===== src/hw/rtl/smce_pkg.sv =====
// Shared types, constants and exp tables for the softmax cross-entropy gradient block.
package smce_pkg;
   localparam int SCORE_W = 32;
   localparam int GRAD_W  = 25;
   localparam int HESS_W  = 23;
   localparam int MAX_CLASSES = 32;
   localparam logic [GRAD_W-1:0] GRAD_MAX = 25'd16777215;
   localparam logic [HESS_W-1:0] HESS_MAX = 23'd8388607;

   localparam logic CSR_NUM_CLASSES = 1'b0;
   localparam logic CSR_UNIT_WEIGHT = 1'b1;

   typedef struct packed {
      logic        start;
      logic [16:0] e;
      logic [21:0] sum;
   } div_req_type;

   function automatic logic [16:0] e0_lut(input logic [3:0] k);
      logic [16:0] v;
      case (k)
         4'd0: v = 17'd65536;  4'd1: v = 17'd24109; 4'd2: v = 17'd8869;
         4'd3: v = 17'd3263;   4'd4: v = 17'd1200;  4'd5: v = 17'd442;
         4'd6: v = 17'd162;    4'd7: v = 17'd60;    4'd8: v = 17'd22;
         4'd9: v = 17'd8;      4'd10: v = 17'd3;    4'd11: v = 17'd1;
         default: v = 17'd0;
      endcase
      return v;
   endfunction

   function automatic logic [16:0] e1_lut(input logic [3:0] i);
      logic [16:0] v;
      case (i)
         4'd0: v = 17'd65536; 4'd1: v = 17'd61565; 4'd2: v = 17'd57835;
         4'd3: v = 17'd54331; 4'd4: v = 17'd51039; 4'd5: v = 17'd47947;
         4'd6: v = 17'd45042; 4'd7: v = 17'd42313; 4'd8: v = 17'd39750;
         4'd9: v = 17'd37341; 4'd10: v = 17'd35079; 4'd11: v = 17'd32954;
         4'd12: v = 17'd30957; 4'd13: v = 17'd29081; 4'd14: v = 17'd27319;
         default: v = 17'd25664;
      endcase
      return v;
   endfunction

   function automatic logic [16:0] e2_lut(input logic [3:0] i);
      logic [16:0] v;
      case (i)
         4'd0: v = 17'd65536; 4'd1: v = 17'd65280; 4'd2: v = 17'd65026;
         4'd3: v = 17'd64772; 4'd4: v = 17'd64520; 4'd5: v = 17'd64268;
         4'd6: v = 17'd64018; 4'd7: v = 17'd63768; 4'd8: v = 17'd63520;
         4'd9: v = 17'd63272; 4'd10: v = 17'd63025; 4'd11: v = 17'd62780;
         4'd12: v = 17'd62535; 4'd13: v = 17'd62291; 4'd14: v = 17'd62048;
         default: v = 17'd61806;
      endcase
      return v;
   endfunction
endpackage


===== src/hw/rtl/softmax_cross_entropy_gradient.sv =====
// Top level of the softmax cross-entropy gradient and hessian block.
// Scores enter one per transfer on req_score with start; busy low means a
// transfer is taken. The transfer that completes a row (num_classes scores)
// also carries req_label and req_weight. The block then goes busy: pass one
// reads each stored score and forms exp from a table lookup, two table
// multiplies and a fraction correction on one shared multiplier, skipping the
// table multiplies when the exponent underflows to zero. Pass two divides each
// exp by the sum on a bit-serial divider over a 34-bit numerator and forms the
// hessian on the same multiplier and the gradient on a separate product.
// Each result is shown for one cycle with rsp_valid; the receiver cannot stall.
// A row keeps busy high after its last score until its last result is formed;
// the last result is shown in the first cycle busy is low again.
// Non-final scores are taken back to back. Reset clears the fill count, maximum
// and registers (num_classes 2, unit_weight 1); the score memory is not cleared.
module softmax_cross_entropy_gradient
   import smce_pkg::*;
(
   input  logic               clock,
   input  logic               reset,
   input  logic               start,
   output logic               busy,
   input  logic signed [31:0] req_score,
   input  logic signed [7:0]  req_label,
   input  logic [15:0]        req_weight,
   input  logic               csr_wr_en,
   input  logic               csr_index,
   input  logic [5:0]         csr_wr_data,
   output logic               rsp_valid,
   output logic signed [24:0] rsp_gradient,
   output logic [22:0]        rsp_hessian,
   output logic [4:0]         rsp_class_index,
   output logic               rsp_last,
   output logic               rsp_label_error
);
   localparam int AW = (MAX_CLASSES > 1) ? $clog2(MAX_CLASSES) : 1;
   localparam int CW = $clog2(MAX_CLASSES + 1);

   localparam logic [3:0] S_FILL = 4'd0, S_RD = 4'd1, S_E1 = 4'd2, S_E2 = 4'd3,
      S_E3 = 4'd4, S_E4 = 4'd5, S_DIV = 4'd6, S_DW = 4'd7, S_G = 4'd8,
      S_H1 = 4'd9, S_H2 = 4'd10, S_OUT = 4'd11, S_H3 = 4'd12;

   logic [3:0]  st_ff, st_in;
   logic [5:0]  ncls_ff;
   logic        unitw_ff;
   logic [CW-1:0] fill_ff, fill_in, len_ff, len_in, idx_ff, idx_in;
   logic signed [31:0] max_ff, max_in;
   logic [21:0] sum_ff, sum_in;
   logic [16:0] acc_ff, acc_in, p_ff, p_in;
   logic [15:0] frac_ff, frac_in;
   logic [16:0] w_ff, w_in;
   logic [7:0]  lab_ff, lab_in;
   logic        err_ff, err_in;
   logic signed [24:0] g_ff, g_in;
   logic [22:0] h_ff, h_in;
   logic        v_ff, v_in;
   logic [CW-1:0] n_eff;

   // shared multiplier
   logic [33:0] mul_a, mul_b;
   logic [33:0] mul_p;
   assign mul_p = 34'(mul_a * mul_b);

   // exp value store (per class, reused in pass two)
   logic        ewr;
   logic [AW-1:0] raddr, waddr;
   logic [31:0] sdata;
   logic [16:0] edata;
   logic        swr;

   smce_ram #(.WIDTH(32), .DEPTH(MAX_CLASSES)) u_score (
      .clock(clock), .wr_en(swr), .wr_addr(fill_ff[AW-1:0]), .wr_data(req_score),
      .rd_addr(raddr), .rd_data(sdata));
   smce_ram #(.WIDTH(17), .DEPTH(MAX_CLASSES)) u_exp (
      .clock(clock), .wr_en(ewr), .wr_addr(waddr), .wr_data(acc_in),
      .rd_addr(raddr), .rd_data(edata));

   div_req_type dreq;
   logic        ddone;
   logic [16:0] dq;
   smce_div u_div (.clock(clock), .reset(reset), .req(dreq), .done(ddone), .quot(dq));

   logic signed [32:0] dd;
   logic signed [17:0] pa;
   logic signed [34:0] gp;

   always_comb begin
      if (ncls_ff == 6'd0) n_eff = CW'(1);
      else if (32'(ncls_ff) > MAX_CLASSES) n_eff = CW'(MAX_CLASSES);
      else n_eff = CW'(ncls_ff);
   end

   assign busy  = (st_ff != S_FILL);
   assign swr   = start && !busy;
   assign raddr = idx_ff[AW-1:0];
   assign waddr = idx_ff[AW-1:0];
   assign dd    = 33'(max_ff) - 33'(signed'(sdata));
   assign pa    = 18'(p_ff) - ((idx_ff == CW'(lab_ff)) ? 18'sd65536 : 18'sd0);
   assign gp    = 35'(pa) * 35'(signed'({1'b0, w_ff}));

   always_comb begin
      logic [CW:0] cnt;
      logic signed [34:0] gr;
      logic [33:0] hp;
      st_in = st_ff; fill_in = fill_ff; len_in = len_ff; idx_in = idx_ff;
      max_in = max_ff; sum_in = sum_ff; acc_in = acc_ff; p_in = p_ff;
      frac_in = frac_ff; w_in = w_ff; lab_in = lab_ff; err_in = err_ff;
      g_in = g_ff; h_in = h_ff; v_in = 1'b0;
      ewr = 1'b0; dreq = '0; mul_a = '0; mul_b = '0;
      cnt = '0; gr = '0; hp = '0;
      unique case (st_ff)
         S_FILL: if (swr) begin
            if (fill_ff == '0 || req_score > max_ff) max_in = req_score;
            cnt = (CW+1)'(fill_ff) + 1'b1;
            if (cnt < (CW+1)'(n_eff)) begin
               fill_in = fill_ff + 1'b1;
            end else begin
               fill_in = '0;
               len_in  = CW'(cnt);
               err_in  = (req_label < 0) || ((CW+1)'(req_label) >= cnt);
               lab_in  = err_in ? 8'd0 : req_label;
               w_in    = unitw_ff ? 17'd256 : {1'b0, req_weight};
               idx_in  = '0;
               sum_in  = '0;
               st_in   = S_RD;
            end
         end
         S_RD: st_in = S_E1;
         S_E1: begin
            frac_in = dd[15:0];
            if (dd[32:16] >= 17'd12) begin
               acc_in = '0;
               st_in  = S_E4;
               frac_in = '0;
            end else begin
               acc_in = e0_lut(dd[19:16]);
               st_in  = S_E2;
            end
         end
         S_E2: begin
            mul_a  = 34'(acc_ff); mul_b = 34'(e1_lut(frac_ff[15:12]));
            acc_in = 17'((mul_p + 34'd32768) >> 16);
            st_in  = S_E3;
         end
         S_E3: begin
            mul_a  = 34'(acc_ff); mul_b = 34'(e2_lut(frac_ff[11:8]));
            acc_in = 17'((mul_p + 34'd32768) >> 16);
            st_in  = S_E4;
         end
         S_E4: begin
            mul_a  = 34'(acc_ff); mul_b = 34'(frac_ff[7:0]);
            acc_in = acc_ff - 17'((mul_p + 34'd32768) >> 16);
            ewr    = 1'b1;
            sum_in = sum_ff + 22'(acc_in);
            if (idx_ff + 1'b1 == len_ff) begin
               idx_in = '0;
               if (sum_in == '0) sum_in = 22'd1;
               st_in  = S_DIV;
            end else begin
               idx_in = idx_ff + 1'b1;
               st_in  = S_RD;
            end
         end
         S_DIV: st_in = S_DW;
         S_DW: begin
            if (!ddone && !dreq.start) begin
               dreq.start = 1'b1; dreq.e = edata; dreq.sum = sum_ff;
               st_in = S_G;
            end
         end
         S_G: if (ddone) begin
            p_in  = dq;
            st_in = S_H1;
         end
         S_H1: begin
            gr = (gp + 35'sd128) >>> 8;
            g_in = (gr > signed'(35'(GRAD_MAX))) ? signed'(GRAD_MAX) : 25'(gr);
            // q = p(1-p), split into high and low halves
            mul_a = 34'(p_ff); mul_b = 34'(18'd65536 - 18'(p_ff));
            acc_in = 17'(mul_p >> 16);
            frac_in = mul_p[15:0];
            st_in = S_H2;
         end
         S_H2: begin
            mul_a = 34'(frac_ff);
            mul_b = 34'(w_ff);
            h_in  = 23'((mul_p + 34'd4194304) >> 16);
            st_in = S_H3;
         end
         S_H3: begin
            mul_a = 34'(acc_ff);
            mul_b = 34'(w_ff);
            hp = (mul_p + 34'(h_ff)) >> 7;
            if (hp > 34'(HESS_MAX)) h_in = HESS_MAX;
            else if (hp == '0) h_in = 23'd1;
            else h_in = 23'(hp);
            st_in = S_OUT;
         end
         S_OUT: begin
            v_in = 1'b1;
            if (idx_ff + 1'b1 == len_ff) begin
               idx_in = '0;
               st_in  = S_FILL;
            end else begin
               idx_in = idx_ff + 1'b1;
               st_in  = S_DIV;
            end
         end
         default: st_in = S_FILL;
      endcase
   end

   always_ff @(posedge clock) begin
      if (reset) begin
         st_ff <= S_FILL; fill_ff <= '0; max_ff <= '0;
         ncls_ff <= 6'd2; unitw_ff <= 1'b1; v_ff <= 1'b0;
      end else begin
         st_ff <= st_in; fill_ff <= fill_in; max_ff <= max_in; v_ff <= v_in;
         if (csr_wr_en) begin
            unique case (csr_index)
               CSR_NUM_CLASSES: ncls_ff <= csr_wr_data;
               CSR_UNIT_WEIGHT: unitw_ff <= csr_wr_data[0];
               default: ;
            endcase
         end
      end
      len_ff <= len_in; idx_ff <= idx_in; sum_ff <= sum_in; acc_ff <= acc_in;
      p_ff <= p_in; frac_ff <= frac_in; w_ff <= w_in; lab_ff <= lab_in;
      err_ff <= err_in; g_ff <= g_in; h_ff <= h_in;
      if (st_ff == S_OUT) begin
         rsp_gradient <= g_ff; rsp_hessian <= h_ff;
         rsp_class_index <= 5'(idx_ff);
         rsp_last <= (idx_ff + 1'b1 == len_ff);
         rsp_label_error <= err_ff;
      end
   end

   assign rsp_valid = v_ff;

   property no_take_when_busy;
      @(posedge clock) disable iff (reset) busy |=> !$changed(fill_ff) || st_ff == S_FILL;
   endproperty
   a_busy: assert property (no_take_when_busy) else $error("fill moved while busy");
   a_hess: assert property (@(posedge clock) disable iff (reset)
      rsp_valid |-> rsp_hessian != '0) else $error("hessian zero");
   a_idle: assert property (@(posedge clock) disable iff (reset)
      rsp_valid && rsp_last |-> st_ff == S_FILL) else $error("last without idle");
endmodule


===== src/hw/rtl/smce_ram.sv =====
// Generic simple dual-port RAM (one write port, one read port) with registered read.
module smce_ram #(
   parameter int WIDTH = 32,
   parameter int DEPTH = 32
) (
   input  logic                     clock,
   input  logic                     wr_en,
   input  logic [$clog2(DEPTH)-1:0] wr_addr,
   input  logic [WIDTH-1:0]         wr_data,
   input  logic [$clog2(DEPTH)-1:0] rd_addr,
   output logic [WIDTH-1:0]         rd_data
);
   logic [WIDTH-1:0] mem [DEPTH];
   always_ff @(posedge clock) begin
      if (wr_en) mem[wr_addr] <= wr_data;
      rd_data <= mem[rd_addr];
   end
endmodule


===== src/hw/rtl/smce_div.sv =====
// Restoring divider: quotient of (e << 16) + sum/2 over sum, one bit per cycle.
module smce_div
   import smce_pkg::*;
(
   input  logic        clock,
   input  logic        reset,
   input  div_req_type req,
   output logic        done,
   output logic [16:0] quot
);
   localparam int NW = 34;
   logic [NW-1:0] num_ff, num_in;
   logic [22:0]   rem_ff, rem_in;
   logic [21:0]   den_ff, den_in;
   logic [5:0]    cnt_ff, cnt_in;
   logic          busy_ff, busy_in, done_ff, done_in;
   logic [22:0]   trial;

   always_comb begin
      num_in = num_ff; rem_in = rem_ff; den_in = den_ff;
      cnt_in = cnt_ff; busy_in = busy_ff; done_in = 1'b0;
      trial = {rem_ff[21:0], num_ff[NW-1]};
      if (req.start) begin
         num_in  = {req.e, 16'd0} + {12'd0, req.sum[21:1]};
         den_in  = req.sum;
         rem_in  = '0;
         cnt_in  = 6'(NW);
         busy_in = 1'b1;
      end else if (busy_ff) begin
         num_in = {num_ff[NW-2:0], 1'b0};
         if (trial >= {1'b0, den_ff}) begin
            rem_in = trial - {1'b0, den_ff};
            num_in[0] = 1'b1;
         end else begin
            rem_in = trial;
         end
         cnt_in = cnt_ff - 6'd1;
         if (cnt_ff == 6'd1) begin
            busy_in = 1'b0;
            done_in = 1'b1;
         end
      end
   end

   always_ff @(posedge clock) begin
      if (reset) begin
         busy_ff <= 1'b0;
         done_ff <= 1'b0;
      end else begin
         busy_ff <= busy_in;
         done_ff <= done_in;
      end
      num_ff <= num_in; rem_ff <= rem_in; den_ff <= den_in; cnt_ff <= cnt_in;
   end

   assign done = done_ff;
   assign quot = (num_ff > 34'd65536) ? 17'd65536 : num_ff[16:0];
endmodule

===== config.mk =====
export PLATFORM = sky130hd
export DESIGN_NAME = softmax_cross_entropy_gradient
export DESIGN_NICKNAME = d
export VERILOG_FILES = /design/src/hw/rtl/smce_pkg.sv /design/src/hw/rtl/softmax_cross_entropy_gradient.sv /design/src/hw/rtl/smce_ram.sv /design/src/hw/rtl/smce_div.sv
export SDC_FILE = /design/constraint.sdc
export NUM_CORES = 2
export LEC_CHECK = 0
export BUFFER_PORTS_ARGS = -buffer_cell sky130_fd_sc_hd__buf_4
export CAP_MARGIN = 10
export CORE_UTILIZATION = 25
export DETAILED_ROUTE_END_ITERATION = 10
export SYNTH_ARGS = -nofsm -noshare
export SYNTH_HDL_FRONTEND = slang
export SYNTH_SLANG_ARGS = --single-unit

===== constraint.sdc =====
create_clock -name clock -period 11.4 [get_ports clock]
set_input_delay 2.28 -clock clock [delete_from_list [all_inputs] [get_ports clock]]
set_output_delay 2.28 -clock clock [all_outputs]
set_load 0.02 [all_outputs]

==> summary.txt <==
STA
  • Fmax: 0.0866 GHz
  • Final number of setup-violating endpoints: 14
  • Slew margin rel.: 22.5%
  • Final hold vios: 0
  • Worst-Margin Slew: 1.16 ns
  • Setup_tns: -1.53 ns
  • Post-route clock period utilization: 101%
  • RSZ-0062 raised after global routing: true
  • Skew final: 0.139 ns
  • Final Worst Setup Slack: -0.142 ns
  • Max-slew violations: 0
  • Minimum clock period: 11.54 ns

Detailed routing
  • Drt first pass iters: 7
  • Routed via count: 64000
  • Number of nets with antenna violations after routing: 0
  • DRC viols: 0
  • Drt total wl: 298 mm
  • Wirelength per Cell: 21.5 um
  • Drt initial violations: 5990
  • Vias/cell: 4.62

Setup path
  • R2r worst-path depth: 46
  • CP Capture Type: register
  • WP data required: 11.98 ns
  • Crit path max-delay family: adder cells
  • Worst path slowest cell: or4_4
  • Reg2reg end: sum_ff[18]
  • FF-to-FF Start: p_ff[10]
  • Critical path type: reg -> reg
  • Cell mode on critical path: fa_1
  • Startpoint types: register
  • Worst path max stage delay: 0.55 ns
  • Buf/Inv on CP: 6
  • Worst-path maximum fanout: 6
  • CP arrival: 12.12 ns
  • FF-to-FF setup slack: -0.14 ns

Global routing
  • Vias in the first global route: 65100
  • Pin count of the biggest net entering global routing: 107
  • First-pass GRT wire length: 438 mm
  • Total track usage: 13.7%
  • Initial antenna violation count: 34
  • Total grt overflow: 0

Synthesis
  • Syn Inst Count: 7568
  • Top_reg_cell synth: edfxtp_1
  • Synthesis-stage register bit count: 1993
  • Seq/Total Area, Yosys: 55.0%
  • Dominant cells by area after synthesis: edfxtp_1, fa_1, mux4_2, ha_1, dfxtp_1
  • Commonest cells in the synthesized netlist: edfxtp_1, inv_1, nand2_1
  • Post-synth top area cell: edfxtp_1
  • Synthesized area: 0.106 mm^2
  • YS warnings: 0
  • Synth async-reset ratio: 0%
  • Number of synthesized flops with an enable pin: 1817
  • Most common cell in the netlist: edfxtp_1
  • Average cell area after synthesis: 14.0 um^2
  • Post-Syn Nets: 8595
  • Yosys top cell area share: 51.6%
  • Yosys cell types: 116

Die
  • Initial Utilization: 25.1%
  • IO Pins: 124
  • Die width: 652 um
  • Die area: 0.425 mm^2
  • Core area: 0.420 mm^2
  • Cell Rows: 238
  • Die Ht: 652 um

Place
  • Setup WS pre-CTS: -0.409 ns
  • Placed cells: 13400
  • PortBufs: 123
  • Placer Congestion: 0.911
  • DPL Wire Length: 201 mm

Clock network
  • H-tree depth: 4
  • Clock latency on the worst-skew pair: 0.94 ns
  • Total CTS buffers: 207
  • # clock sinks: 1993
  • TritonCTS clock tree: done
  • Worst-case clock buffer depth: 4
  • Worst-path clk slew: 0.06 ns
  • Clock root buffer: clkbuf_16

Run
  • Max Cap Viol: 0

Worst hold path
  • Hold path depth: 0
  • Worst Hold Class: reg -> reg
  • Worst hold start: g_ff[1]
  • End point of the worst hold path: rsp_gradient[1]

Cells and area
  • Synthesis-to-layout area growth: 17.6%
  • Final Non-Filler Cells: 13900
  • Share of cells above drive strength 1: 19.4%
  • Post-layout util: 29.6%
  • Nets: 9071

Pwr
  • Max IR drop VDD: 0.816 mV
  • Leakage Power: 45.6 nW
  • Power per cell area: 258 mW/mm^2
  • Final Power: 32.1 mW

Status
  • Status: complete, but fails checks
  • Violated checks: negative setup slack
==> layout by cell type, fill, tap and decap left out, types with 55 or more instances in the layout <==
cell       count
nor2b_1       55
nand2_1      602
mux4_2       392
fa_1         597
ha_1         355
xnor2_1      118
and2_1       185
buf_4        586
nand4_1       86
inv_1        900
a22oi_1      218
dfxtp_1      174
xor2_1        80
a21oi_1      195
nor2_1       377
edfxtp_1    1817
a21o_1       110
clkbuf_16    209
o21ai_0      144
==> sequential cells by signal (all words and copies together), names as in the netlist, 5 cells and up, named ones only <==
signal	cells
u_score.mem	1024
u_exp.mem	544
u_div.num_ff	34
max_ff	32
u_score.rd_data	32
g_ff	25
rsp_gradient	25
h_ff	23
rsp_hessian	23
sum_ff	22
u_div.den_ff	22
u_div.rem_ff	22
acc_ff	17
p_ff	17
u_exp.rd_data	17
frac_ff	16
w_ff	16
fill_ff	6
idx_ff	6
lab_ff	6
len_ff	6
ncls_ff	6
u_div.cnt_ff	6
rsp_class_index	5
==> metrics by stage <==
stage | cell area, um^2 | hold WS [ns]
after detailed placement | 117000 | 0.405
after global routing | 124000 | 0.423
final | 124000 | 0.416
after floorplan | 106000 | 0.400
after CTS | 124000 | 0.418
after global placement | 117000 | 0.401
==> area by class of cell <==
class	instances	area (um^2)
timing repair buffer	603	4680
fill	42200	296000
clock inverter	123	1350
inverter	907	3410
tap	5640	7060
sequential	1993	58100
clock buffer	261	5590
multi-input combinational	4332	44100
antenna	10	25.0
==> per-layer routing <==
metal | share of wire [%] | global-route usage (%) | vias to the layer above
li1 | - | - | 28200
met1 | 42 | 18.5 | 33100
met2 | 47 | 22.4 | 2281
met3 | 7.6 | 2.56 | 444
met4 | 3.0 | 4.14 | 24
met5 | 0.042 | 0 | -
==> how the worst max path moves through the flow <==
stage                  to      from  depth (start not counted)  slack, ns
6_report       sum_ff[18]  p_ff[10]                         46      -0.14
5_1_grt         sum_ff[7]   p_ff[3]                         48      -0.51
4_1_cts        sum_ff[18]  p_ff[10]                         50      -0.13
3_5_place_dp   sum_ff[18]   p_ff[9]                         45      -0.41
3_3_place_gp   sum_ff[18]   p_ff[9]                         46      -0.33
2_1_floorplan   sum_ff[7]   p_ff[1]                         53      0.001
==> cells by family (layout without fill, tap and decap cells) <==
| kind of cell | Yosys count | after routing | synth area share [%] |
|---|---|---|---|
| AOI/OAI and AO/OA | 986 | 986 | 6.43 |
| xor gates and xnor gates | 223 | 223 | 1.93 |
| adders and majority gates | 960 | 960 | 15.6 |
| buffers and inverters | 1244 | 1894 | 4.46 |
| DFF | 1993 | 1993 | 55.0 |
| muxes | 449 | 449 | 8.91 |
| other | 0 | 10 | 0 |
| and+or+nand+nor | 1713 | 1714 | 7.70 |
==> where the power goes <==
group          total, mW  internal, mW  switching (mW)
logic               15.7          6.72            8.98
registers           9.42          9.14           0.280
clock network       6.95          3.95            3.00
==> worst reg2reg max path, delay by kind of cell, from the launching register on <==
kind            cells  cell delay, ns
fa+ha+maj           9            3.79
simple gates       14            3.33
compound gates     14            2.75
xor+xnor            3            0.56
buf+inv             6            0.40
flops               1            0.39
==> timing repair <==
item | in CTS | in global routing
setup endpoints to repair | 18 | 54
pin swaps | 55 | 33
buffers inserted | 23 | 7
gates cloned | 1 | 0
resized for setup | 73 | 51
hold endpoints to repair | 0 | 0
hold buffers | 0 | 0
Power figures use the tool's default switching activity.
